$ cat config.mk
export PLATFORM = sky130hd
export DESIGN_NAME = sonar_echo_swipe_classifier
export DESIGN_NICKNAME = d
export VERILOG_FILES = /design/src/sv/sec_pkg.sv /design/src/sv/sec_axis.sv /design/src/sv/sec_classify.sv /design/src/sv/sec_skid.sv /design/src/sv/sonar_echo_swipe_classifier.sv
export SDC_FILE = /design/constraint.sdc
export NUM_CORES = 1
export LEC_CHECK = 0
export BUFFER_PORTS_ARGS = -buffer_cell sky130_fd_sc_hd__buf_2
export CAP_MARGIN = 0
export CORE_MARGIN = 5
export CORE_UTILIZATION = 50
export DETAILED_ROUTE_END_ITERATION = 16
export PLACE_DENSITY_LB_ADDON = 0.05
export RECOVER_POWER = 100
export SLEW_MARGIN = 15
export SYNTH_ARGS = -nofsm -noshare
export SYNTH_HDL_FRONTEND = slang
export SYNTH_SLANG_ARGS = --single-unit
$ cat constraint.sdc
create_clock -name clk -period 5.2 [get_ports clk]
set_input_delay 0.52 -clock clk [delete_from_list [all_inputs] [get_ports clk]]
set_output_delay 0.52 -clock clk [all_outputs]
set_load 0.03 [all_outputs]
$ cat src/sv/sec_pkg.sv
`timescale 1ns / 1ps
// ----------------------------------------------------------------------------
// sec_pkg
// Shared types and constants for the sonar echo swipe classifier.
// ----------------------------------------------------------------------------
package sec_pkg;

    localparam int COUNT_BITS_DEF = 16;
    localparam int CFG_BITS       = 16;
    localparam int CFG_ADDR_BITS  = 3;
    localparam int FLAG_BITS      = 6;
    localparam int OUT_DATA_BITS  = ((FLAG_BITS + 7) / 8) * 8;

    // register indexes
    localparam logic [CFG_ADDR_BITS-1:0] REG_SWIPE_MIN  = 3'd0;
    localparam logic [CFG_ADDR_BITS-1:0] REG_SWIPE_FAST = 3'd1;
    localparam logic [CFG_ADDR_BITS-1:0] REG_SWIPE_MAX  = 3'd2;
    localparam logic [CFG_ADDR_BITS-1:0] REG_X_RANGE    = 3'd3;
    localparam logic [CFG_ADDR_BITS-1:0] REG_DROP_MIN   = 3'd4;
    localparam logic [CFG_ADDR_BITS-1:0] REG_DROP_MAX   = 3'd5;
    localparam logic [CFG_ADDR_BITS-1:0] REG_Y_RANGE    = 3'd6;
    localparam logic [CFG_ADDR_BITS-1:0] REG_ROTATE_MIN = 3'd7;

    // thresholds in timer ticks (cm * 58)
    localparam logic [CFG_BITS-1:0] SWIPE_MIN_RST  = 16'd87;
    localparam logic [CFG_BITS-1:0] SWIPE_FAST_RST = 16'd870;
    localparam logic [CFG_BITS-1:0] SWIPE_MAX_RST  = 16'd3480;
    localparam logic [CFG_BITS-1:0] X_RANGE_RST    = 16'd4640;
    localparam logic [CFG_BITS-1:0] DROP_MIN_RST   = 16'd290;
    localparam logic [CFG_BITS-1:0] DROP_MAX_RST   = 16'd2900;
    localparam logic [CFG_BITS-1:0] Y_RANGE_RST    = 16'd5800;
    localparam logic [CFG_BITS-1:0] ROTATE_MIN_RST = 16'd2900;

    localparam logic AXIS_X = 1'b0;
    localparam logic AXIS_Y = 1'b1;

    typedef struct packed {
        logic [CFG_BITS-1:0] rotate_min;
        logic [CFG_BITS-1:0] y_range;
        logic [CFG_BITS-1:0] drop_max;
        logic [CFG_BITS-1:0] drop_min;
        logic [CFG_BITS-1:0] x_range;
        logic [CFG_BITS-1:0] swipe_max;
        logic [CFG_BITS-1:0] swipe_fast;
        logic [CFG_BITS-1:0] swipe_min;
    } sec_cfg_t;

    // packed from the lowest bit up: right_slow .. rotate
    typedef struct packed {
        logic rotate;
        logic drop;
        logic left_fast;
        logic left_slow;
        logic right_fast;
        logic right_slow;
    } sec_flags_t;

endpackage

$ cat src/sv/sec_axis.sv
`timescale 1ns / 1ps
// ----------------------------------------------------------------------------
// sec_axis
// Per-channel echo pairing: holds the first edge, derives the pulse width
// and keeps a two-deep width history.
// ----------------------------------------------------------------------------
module sec_axis #(
    parameter int COUNT_BITS = sec_pkg::COUNT_BITS_DEF
) (
    input  logic                  clk,
    input  logic                  rst_n,
    input  logic                  capture_en,
    input  logic [COUNT_BITS-1:0] capture_count,
    output logic                  pending,
    output logic [COUNT_BITS-1:0] width,
    output logic [COUNT_BITS-1:0] newest,
    output logic [COUNT_BITS-1:0] previous
);

    logic                  pending_reg;
    logic [COUNT_BITS-1:0] first_reg;
    logic [COUNT_BITS-1:0] width_reg;
    logic [COUNT_BITS-1:0] newest_reg;
    logic [COUNT_BITS-1:0] previous_reg;
    logic [COUNT_BITS-1:0] width_next;
    logic [COUNT_BITS-1:0] diff;

    assign diff = capture_count - first_reg;

    // on wrap the width is one tick short of the modular difference
    always_comb
    begin
        if (capture_count > first_reg)
        begin
            width_next = diff;
        end
        else if (capture_count < first_reg)
        begin
            width_next = diff - {{(COUNT_BITS-1){1'b0}}, 1'b1};
        end
        else
        begin
            width_next = width_reg;
        end
    end

    always_ff @(posedge clk or negedge rst_n)
    begin
        if (!rst_n)
        begin
            pending_reg  <= 1'b0;
            first_reg    <= '0;
            width_reg    <= '0;
            newest_reg   <= '0;
            previous_reg <= '0;
        end
        else if (capture_en)
        begin
            if (!pending_reg)
            begin
                first_reg   <= capture_count;
                pending_reg <= 1'b1;
            end
            else
            begin
                width_reg    <= width_next;
                newest_reg   <= width_next;
                previous_reg <= newest_reg;
                pending_reg  <= 1'b0;
            end
        end
    end

    assign pending  = pending_reg;
    assign width    = width_reg;
    assign newest   = newest_reg;
    assign previous = previous_reg;

endmodule

$ cat src/sv/sec_classify.sv
`timescale 1ns / 1ps
// ----------------------------------------------------------------------------
// sec_classify
// Gesture decode: compares the width histories of both channels against
// the tick thresholds.
// ----------------------------------------------------------------------------
module sec_classify #(
    parameter int COUNT_BITS = sec_pkg::COUNT_BITS_DEF
) (
    input  sec_pkg::sec_cfg_t     cfg,
    input  logic [COUNT_BITS-1:0] x_newest,
    input  logic [COUNT_BITS-1:0] x_previous,
    input  logic [COUNT_BITS-1:0] y_newest,
    input  logic [COUNT_BITS-1:0] y_previous,
    input  logic                  y_live,
    output sec_pkg::sec_flags_t   flags
);

    localparam int CMP_W = (COUNT_BITS > sec_pkg::CFG_BITS) ? COUNT_BITS : sec_pkg::CFG_BITS;

    logic [CMP_W-1:0] xn, xp, yn, yp;
    logic [CMP_W-1:0] swipe_min, swipe_fast, swipe_max, x_range;
    logic [CMP_W-1:0] drop_min, drop_max, y_range, rotate_min;
    logic [CMP_W-1:0] x_fall, x_rise, y_fall, y_rise;
    logic             x_in_range, y_in_range;
    logic             x_slow_fall, x_fast_fall, x_slow_rise, x_fast_rise;

    assign xn = CMP_W'(x_newest);
    assign xp = CMP_W'(x_previous);
    assign yn = CMP_W'(y_newest);
    assign yp = CMP_W'(y_previous);

    assign swipe_min  = CMP_W'(cfg.swipe_min);
    assign swipe_fast = CMP_W'(cfg.swipe_fast);
    assign swipe_max  = CMP_W'(cfg.swipe_max);
    assign x_range    = CMP_W'(cfg.x_range);
    assign drop_min   = CMP_W'(cfg.drop_min);
    assign drop_max   = CMP_W'(cfg.drop_max);
    assign y_range    = CMP_W'(cfg.y_range);
    assign rotate_min = CMP_W'(cfg.rotate_min);

    assign x_fall = xp - xn;
    assign x_rise = xn - xp;
    assign y_fall = yp - yn;
    assign y_rise = yn - yp;

    assign x_in_range = (xn < x_range) && (xp < x_range);
    assign y_in_range = (yn < y_range) && (yp < y_range);

    assign x_slow_fall = (x_fall > swipe_min) && (x_fall < swipe_fast);
    assign x_fast_fall = (x_fall >= swipe_fast) && (x_fall < swipe_max);
    assign x_slow_rise = (x_rise > swipe_min) && (x_rise < swipe_fast);
    assign x_fast_rise = (x_rise >= swipe_fast) && (x_rise < swipe_max);

    always_comb
    begin
        flags            = '0;
        flags.right_slow = (xn < xp) && x_in_range && x_slow_fall;
        flags.right_fast = (xn < xp) && x_in_range && x_fast_fall;
        flags.left_slow  = (xn > xp) && x_in_range && x_slow_rise;
        flags.left_fast  = (xn > xp) && x_in_range && x_fast_rise;
        flags.drop       = (yn < yp) && y_in_range && y_live
                           && (y_fall > drop_min) && (y_fall < drop_max);
        flags.rotate     = (yn > yp) && y_live && (yp != '0) && (y_rise > rotate_min);
    end

endmodule

$ cat src/sv/sec_skid.sv
`timescale 1ns / 1ps
// ----------------------------------------------------------------------------
// sec_skid
// Output register with one skid entry, so the upstream stage keeps moving
// while a result waits on the master side.
// ----------------------------------------------------------------------------
module sec_skid (
    input  logic                clk,
    input  logic                rst_n,
    input  logic                in_valid,
    output logic                in_ready,
    input  sec_pkg::sec_flags_t in_data,
    output logic                out_valid,
    input  logic                out_ready,
    output sec_pkg::sec_flags_t out_data
);

    logic                main_valid_reg;
    logic                skid_valid_reg;
    sec_pkg::sec_flags_t main_reg;
    sec_pkg::sec_flags_t skid_reg;

    assign in_ready = !skid_valid_reg;

    always_ff @(posedge clk or negedge rst_n)
    begin
        if (!rst_n)
        begin
            main_valid_reg <= 1'b0;
            skid_valid_reg <= 1'b0;
        end
        else if (out_ready || !main_valid_reg)
        begin
            if (skid_valid_reg)
            begin
                main_valid_reg <= 1'b1;
                skid_valid_reg <= 1'b0;
            end
            else
            begin
                main_valid_reg <= in_valid;
            end
        end
        else if (in_valid && !skid_valid_reg)
        begin
            skid_valid_reg <= 1'b1;
        end
    end

    always_ff @(posedge clk)
    begin
        if (out_ready || !main_valid_reg)
        begin
            main_reg <= skid_valid_reg ? skid_reg : in_data;
        end
        else if (in_valid && !skid_valid_reg)
        begin
            skid_reg <= in_data;
        end
    end

    assign out_valid = main_valid_reg;
    assign out_data  = main_reg;

endmodule

$ cat src/sv/sonar_echo_swipe_classifier.sv
`timescale 1ns / 1ps
// ----------------------------------------------------------------------------
// sonar_echo_swipe_classifier
// Flags of an accepted word reach the master side through the
//   capture/history stage, then the output register.
// Throughput: one capture word per cycle while m_tready holds; a skid entry absorbs one stall.
// Reset: rst_n clears both channels, the histories and the output stage;
//   the threshold registers load their tick defaults.
// ----------------------------------------------------------------------------
module sonar_echo_swipe_classifier #(
    parameter int COUNT_BITS = sec_pkg::COUNT_BITS_DEF
) (
    input  logic                                     clk,
    input  logic                                     rst_n,
    input  logic                                     s_tvalid,
    output logic                                     s_tready,
    input  logic [((COUNT_BITS + 7) / 8) * 8 - 1:0]  s_tdata,  // capture_count
    input  logic                                     s_tuser,  // axis
    output logic                                     m_tvalid,
    input  logic                                     m_tready,
    // right_slow, right_fast, left_slow, left_fast, drop, rotate, zero pad
    output logic [sec_pkg::OUT_DATA_BITS-1:0]        m_tdata,
    input  logic                                     cfg_we,
    input  logic [sec_pkg::CFG_ADDR_BITS-1:0]        cfg_addr,
    input  logic [sec_pkg::CFG_BITS-1:0]             cfg_data
);

    sec_pkg::sec_cfg_t    cfg_reg;
    sec_pkg::sec_flags_t  flags;
    sec_pkg::sec_flags_t  out_flags;

    logic                  accept;
    logic                  stage_valid_reg;
    logic                  stage_valid_next;
    logic                  skid_ready;
    logic                  y_measured_reg;
    logic                  y_pending;
    logic [COUNT_BITS-1:0] capture;
    logic [COUNT_BITS-1:0] x_newest, x_previous;
    logic [COUNT_BITS-1:0] y_newest, y_previous, y_width;

    assign capture  = s_tdata[COUNT_BITS-1:0];
    assign s_tready = !stage_valid_reg || skid_ready;
    assign accept   = s_tvalid && s_tready;

    always_comb
    begin
        if (accept)
        begin
            stage_valid_next = 1'b1;
        end
        else if (skid_ready)
        begin
            stage_valid_next = 1'b0;
        end
        else
        begin
            stage_valid_next = stage_valid_reg;
        end
    end

    always_ff @(posedge clk or negedge rst_n)
    begin
        if (!rst_n)
        begin
            stage_valid_reg <= 1'b0;
            y_measured_reg  <= 1'b0;
        end
        else
        begin
            stage_valid_reg <= stage_valid_next;
            if (accept && (s_tuser == sec_pkg::AXIS_Y) && y_pending)
            begin
                y_measured_reg <= 1'b1;
            end
        end
    end

    always_ff @(posedge clk or negedge rst_n)
    begin
        if (!rst_n)
        begin
            cfg_reg.swipe_min  <= sec_pkg::SWIPE_MIN_RST;
            cfg_reg.swipe_fast <= sec_pkg::SWIPE_FAST_RST;
            cfg_reg.swipe_max  <= sec_pkg::SWIPE_MAX_RST;
            cfg_reg.x_range    <= sec_pkg::X_RANGE_RST;
            cfg_reg.drop_min   <= sec_pkg::DROP_MIN_RST;
            cfg_reg.drop_max   <= sec_pkg::DROP_MAX_RST;
            cfg_reg.y_range    <= sec_pkg::Y_RANGE_RST;
            cfg_reg.rotate_min <= sec_pkg::ROTATE_MIN_RST;
        end
        else if (cfg_we)
        begin
            case (cfg_addr)
                sec_pkg::REG_SWIPE_MIN:  cfg_reg.swipe_min  <= cfg_data;
                sec_pkg::REG_SWIPE_FAST: cfg_reg.swipe_fast <= cfg_data;
                sec_pkg::REG_SWIPE_MAX:  cfg_reg.swipe_max  <= cfg_data;
                sec_pkg::REG_X_RANGE:    cfg_reg.x_range    <= cfg_data;
                sec_pkg::REG_DROP_MIN:   cfg_reg.drop_min   <= cfg_data;
                sec_pkg::REG_DROP_MAX:   cfg_reg.drop_max   <= cfg_data;
                sec_pkg::REG_Y_RANGE:    cfg_reg.y_range    <= cfg_data;
                sec_pkg::REG_ROTATE_MIN: cfg_reg.rotate_min <= cfg_data;
                default:                 cfg_reg            <= cfg_reg;
            endcase
        end
    end

    sec_axis #(
        .COUNT_BITS (COUNT_BITS)
    ) u_axis_x (
        .clk           (clk),
        .rst_n         (rst_n),
        .capture_en    (accept && (s_tuser == sec_pkg::AXIS_X)),
        .capture_count (capture),
        .pending       (),
        .width         (),
        .newest        (x_newest),
        .previous      (x_previous)
    );

    sec_axis #(
        .COUNT_BITS (COUNT_BITS)
    ) u_axis_y (
        .clk           (clk),
        .rst_n         (rst_n),
        .capture_en    (accept && (s_tuser == sec_pkg::AXIS_Y)),
        .capture_count (capture),
        .pending       (y_pending),
        .width         (y_width),
        .newest        (y_newest),
        .previous      (y_previous)
    );

    sec_classify #(
        .COUNT_BITS (COUNT_BITS)
    ) u_classify (
        .cfg        (cfg_reg),
        .x_newest   (x_newest),
        .x_previous (x_previous),
        .y_newest   (y_newest),
        .y_previous (y_previous),
        .y_live     (y_measured_reg && (y_width != '0)),
        .flags      (flags)
    );

    sec_skid u_skid (
        .clk       (clk),
        .rst_n     (rst_n),
        .in_valid  (stage_valid_reg),
        .in_ready  (skid_ready),
        .in_data   (flags),
        .out_valid (m_tvalid),
        .out_ready (m_tready),
        .out_data  (out_flags)
    );

    assign m_tdata = sec_pkg::OUT_DATA_BITS'(out_flags);

endmodule

==> summary.md, run 1 <==
| Metric | Value |
|---|---|
| Most common flop cell mapped by yosys | dfrtp_1 |
| Core region area | 37,600 µm² |
| Slew HR | -176% |
| Async S/R FF share, synth | 95.0% |
| Top cells by area, synth | dfrtp_1 (25%), ha_1 (19%), dfstp_2 (5.7%), mux2_2 (5.3%), o21ai_0 (5.3%) |
| Slew @ Worst Pin | 4.13 ns |
| DRT antenna net count | 0 |
| Dpl cells | 2,605 |
| First-pass GRT wire length | 83,200 µm |
| TritonCTS clock tree | yes |
| Synthesis-to-finish area growth | 8.68% |
| Initial Util | 50.6% |
| CTS Root Cell | clkbuf_16 |
| Die height | 205 µm |
| Clock H-tree levels | 1 |
| WL final | 52,900 µm |
| Layout Skew | 0.0109 ns |
| All-layer global routing usage | 25.2% |
| CP endpoint kind | flip-flop |
| Detailed Routing Iterations Pass 1 | 6 |
| Vias per cell | 5.62 |
| Hpwl dp | 41,400 µm |
| Final period utilization | 91.4% |
| Outcome | complete, but fails checks |
| DR iter-0 viols | 876 |
| Sink Count | 242 |
| Pin count of the biggest net entering global routing | 111 |
| Pins Over Slew Limit | 152 |
| N_diodes | 0 |
| Via count | 15,000 |
| Synth Cell Area | 19,000 µm² |
| Row count | 71 |
| GRT overflow | 0 |
| FILL cells | 3,552 |
| Setup Fix Bufs, Post-CTS | 0 |
| CP Data Arrival Time | 5.17 ns |
| Setup-failing EPs final | 0 |
| Drt drc | 0 |
| RSZ-0062 raised after global routing | false |
| # port buffers | 48 |
| Gpl congestion | 0.947 |
| Post-Syn Area per Cell | 9.06 µm² |
| Worst EP required | 5.62 ns |
| Share of the synthesized area in the top cell type | 24.9% |
| CTS Buf Count | 29 |
| Failing checks | max-capacitance violations, max-slew violations |
| F_max | 210 MHz |
| Clock transition at the registers of the reported paths | 0.06 ns |
| Clock Latency Late Sink | 0.55 ns |
| Nets | 2,468 |
| EDFF count, synth | 12 |
| Post-route insts no fill | 2,659 |
| Max reg flops | 128 |
| Seq/Total Area, Yosys | 32.4% |
| Antenna violations before repair | 4 |
| Fin. Hold Viols | 0 |
| Die Wd | 205 µm |
| Die area | 42,000 µm² |
| Maxcap violations | 4 |
| Fraction of final layout cells sized beyond drive strength 1 | 11.6% |
| Setup TNS | 0 ns |
| #FFs+latches synth | 242 |
| YS warnings | 0 |
| Critical-path maximum fanout | 5 |
| Max clock buf depth | 3 |
| Cts repair resizes | 0 |
| Post-synth top area cell | dfrtp_1 |
| WS Path Type | reg -> reg |
| Commonest cells after routing, fill and taps aside | ha_1 (295), inv_1 (258), o21ai_0 (210) |
| Unique masters post-synth | 84 |
| Worst hold path class | in -> reg |
| Commonest non-fill, non-tap cell in the layout | ha_1 |
| Worst Setup Start Kind | flip-flop |
| Vias in the first global route | 14,700 |
| Crit path time final | 4.75 ns |
| Cells after Synth | 2,099 |
| DR WL/cell | 19.9 µm |
| IO Count | 51 |
==> final timing paths <==
check / slack, ns / cells after the start / endpoint / from
setup / recovery: 0.45 / 21 / u_skid.out_data[4] / u_axis_y.previous[0]
hold / removal: 0.25 / 2 / u_axis_x.first_reg[0] / s_tdata[0]
setup reg to reg: 0.45 / 21 / u_skid.out_data[4] / u_axis_y.previous[0]
hold reg to reg: 0.47 / 1 / y_measured_reg / y_measured_reg
max in group asynchronous: 0.82 / 3 / u_axis_x.previous[4] / rst_n
min in group asynchronous: 1.96 / 2 / cfg_reg[26] / rst_n
==> metal layers <==
metal	share of wire [%]	GRT usage (%)	vias up
met2	44	38.9	293
met3	4.4	3.31	69
met5	0.036	0	-
li1	-	-	7413
met1	50	37.8	7177
met4	2.3	5.43	4
==> critical path: stages, from the launching register on <==
cell and delay [ns]:
dfrtp_1 0.42, inv_1 0.08, ha_1 0.14, inv_1 0.06, fa_1 0.41, a21o_1 0.18, a21oi_1 0.23, o21bai_1 0.09
a21oi_1 0.27, o21ai_0 0.28, a211oi_1 0.29, o21ai_0 0.12, a21oi_1 0.20, xnor2_1 0.18, ha_1 0.29, nor2b_1 0.13
o21ai_0 0.17, nand3_1 0.10, nor4_1 0.28, o41ai_1 0.17, a2111oi_4 0.37, mux2_1 0.18
==> cells in the mapped netlist, types with 8 or more instances <==
library cell    n
a211oi_1        8
a21o_1        100
a21oi_1       115
a31oi_1        10
and3_1          9
clkbuf_1       54
dfrtp_1       189
dfstp_2        41
edfxtp_1       12
ha_1          295
inv_1         258
mux2_2         90
nand2_1       199
nand2b_1       23
nand3_1        22
nand4_1        50
nor2_1         77
nor2b_1        29
nor3_1         27
nor4_1         17
o211ai_1       10
o21a_1         11
o21ai_0       202
o21ai_1        11
o21bai_1       10
or2_2           8
xnor2_1        61
xor2_1         37
==> kinds of logic after synthesis <==
logic type	share of synthesized area, %
AO/OA/AOI/OAI	18.1
AND/OR/NAND/NOR	13.0
buffers and inverters	6.52
adder cells (fa/ha/maj)	20.0
flip-flops	32.4
XOR/XNOR	4.51
multiplexers	5.44
other	0.0197
==> final cells by class <==
| type | count | area, µm² | share of cell area, % |
|---|---|---|---|
| Timing Repair Buffer | 60 | 302 | 1.46 |
| Clock buffer | 39 | 793 | 3.84 |
| Tap cell | 511 | 639 | 3.09 |
| Clock inverter | 14 | 185 | 0.896 |
| Inverter | 258 | 968 | 4.68 |
| Sequential cell | 242 | 6170 | 29.8 |
| Multi-Input combinational cell | 1535 | 11600 | 56.2 |
==> per-stage QoR <==
step / setup slack [ns] / area (µm²) / util (%) / hold slack (ns)
2_1_floorplan: 1.16 / 19000 / - / 0.224
3_3_place_gp: 0.673 / 19800 / 52.6 / 0.453
3_5_place_dp: 0.525 / 19800 / 52.6 / 0.452
4_1_cts: 0.484 / 20800 / 55.2 / 0.207
5_1_grt: 0.0431 / 20700 / 55.0 / 0.227
6_report: 0.447 / 20700 / 55.0 / 0.246
==> timing repair <==
action,CTS,global route
hold buffers,1,0
endpoints found under the setup margin,0,0
endpoints found under the hold margin,55,0
Power of run 1 is not shown: default switching activity piles up to over one toggle a cycle in this logic, so the estimate is an artifact.
==> run 2, diff against run 1 <==
--- a/config.mk
+++ b/config.mk
@@ -7,7 +7,6 @@
 export LEC_CHECK = 0
 export BUFFER_PORTS_ARGS = -buffer_cell sky130_fd_sc_hd__buf_2
 export CAP_MARGIN = 0
-export CORE_MARGIN = 5
 export CORE_UTILIZATION = 50
 export DETAILED_ROUTE_END_ITERATION = 16
 export PLACE_DENSITY_LB_ADDON = 0.05
@@ -15,4 +14,5 @@
 export SLEW_MARGIN = 15
 export SYNTH_ARGS = -nofsm -noshare
 export SYNTH_HDL_FRONTEND = slang
+export SYNTH_HIERARCHICAL = 1
 export SYNTH_SLANG_ARGS = --single-unit
==> summary.md, run 2 <==
| Metric | Value |
|---|---|
| Outcome | complete, but fails checks |
| Synth Cell Area | 19,900 µm² |
| Worst EP required | 5.65 ns |
| Nets | 2,426 |
| Crit path time final | 4.61 ns |
| DR iter-0 viols | 695 |
| R2r worst-path depth | 17 |
| Worst Setup Start Kind | flip-flop |
| Cells after Synth | 2,073 |
| Pin count of the biggest net entering global routing | 96 |
| Final period utilization | 88.6% |
| First-pass GRT wire length | 83,600 µm |
| Met3 wire length | 1880 µm |
| Setup TNS | 0 ns |
| Vias in the first global route | 15,100 |
| CP endpoint kind | flip-flop |
| Critical-path maximum fanout | 9 |
| Die height | 202 µm |
| Detailed Routing Iterations Pass 1 | 5 |
| Core region area | 38,900 µm² |
| CP Data Arrival Time | 5.06 ns |
| Row count | 72 |
| Hold depth | 2 |
| Antenna violations before repair | 6 |
| HP Start | s_tuser |
| Pins Over Slew Limit | 210 |
| Maxcap violations | 6 |
| Clock transition at the registers of the reported paths | 0.06 ns |
| Hpwl dp | 40,800 µm |
| Clock Latency Late Sink | 0.59 ns |
| Fin. Hold Viols | 0 |
| WS Path Type | reg -> reg |
| Synthesis-to-finish area growth | 6.94% |
| All-layer global routing usage | 26.1% |
| Layout Skew | 0.0138 ns |
| CTS Root Cell | clkbuf_16 |
| YS warnings | 6 |
| F_max | 217 MHz |
| WL final | 52,200 µm |
| Setup Fix Bufs, Post-CTS | 0 |
| Commonest cells after routing, fill and taps aside | ha_1 (295), inv_1 (257), dfrtp_1 (189) |
| DRT antenna net count | 0 |
| Met2 WL | 22,800 µm |
| RSZ-0062 raised after global routing | false |
| Worst reg2reg path startpoint | u_axis_y/newest[8] |
| Die Wd | 202 µm |
| Failing checks | max-capacitance violations, max-slew violations |
| IO Count | 51 |
| Vias per cell | 5.67 |
| DR WL/cell | 19.8 µm |
| R2R Path End | u_skid/out_data[4] |
| Die area | 40,600 µm² |
| Hold path endpoint | y_measured_reg |
| Slew @ Worst Pin | 3.67 ns |
| Flop2flop setup slack | 0.59 ns |
| Worst hold path class | in -> reg |
| TritonCTS clock tree | yes |
| Sink Count | 242 |
| CTS Buf Count | 31 |
| Max clock buf depth | 3 |
| Initial Util | 51.1% |
| WL met1 | 25,900 µm |
| Setup-failing EPs final | 0 |
| Max reg flops | 128 |
| Top sig layer | met5 |
| Post-Syn Area per Cell | 9.60 µm² |
| Drt drc | 0 |
| Slew HR | -144% |
| Commonest non-fill, non-tap cell in the layout | ha_1 |
| Via count | 14,900 |
| Gpl congestion | 0.988 |
| # port buffers | 48 |
| GRT overflow | 0 |
| Clock H-tree levels | 1 |
| Fraction of final layout cells sized beyond drive strength 1 | 15.6% |
## run 2: layer usage
layer	vias to the layer above	track usage, %
met5	-	0
met4	2	7.41
met3	58	3.45
met2	244	40.9
met1	7233	37.5
li1	7375	-
## run 2: worst max-delay path by stage
stage                               startpoint                 end  cells past startpoint
after floorplan           u_axis_y/previous[0]  u_skid/out_data[4]                     20
after global placement      u_axis_y/newest[8]  u_skid/out_data[4]                     17
after detailed placement  u_axis_y/previous[0]  u_skid/out_data[4]                     20
after CTS                 u_axis_y/previous[0]  u_skid/out_data[4]                     20
after global routing        u_axis_y/newest[8]  u_skid/out_data[4]                     17
final                       u_axis_y/newest[8]  u_skid/out_data[4]                     17
## run 2: stage by stage
stage               hold slack, ns  cells  cell area, µm²  util (%)  setup slack (ns)
floorplan                    0.224   2074           19900         -              1.41
global placement             0.458   2568           20400      52.4             0.872
detailed placement           0.478   2568           20400      52.4             0.716
CTS                          0.183   2627           21500      55.1             0.679
global route                 0.202   2627           21300      54.7             0.260
finish                       0.213   2629           21300      54.7             0.594
## run 2: final cells by class
class                           instances  area (µm²)
Clock buffer                           34         797
Antenna cell                            2        5.00
Multi-Input combinational cell       1497       12200
Inverter                              257         965
Sequential cell                       242        6170
Clock inverter                         24         238
Tap cell                              518         648
Fill cell                            3661       17600
Timing Repair Buffer                   55         293
## run 2: timing repair
item                                   CTS  global route
gates resized for setup                  0             0
hold buffers                             1             0
endpoints found under the hold margin   69             0
## run 2: critical path: stages (launching register included)
cell	delay, ns
dfrtp_1	0.45
inv_1	0.08
ha_1	0.43
a21o_1	0.22
a21oi_1	0.17
o21ai_0	0.17
a211oi_1	0.29
o21ai_0	0.20
a41oi_1	0.27
xnor2_1	0.16
ha_1	0.22
or4b_1	0.47
a221oi_1	0.22
o41ai_1	0.13
a211oi_1	0.28
o41ai_1	0.12
nor4_1	0.35
mux2_2	0.22
Power of run 2 is left out for the same reason.
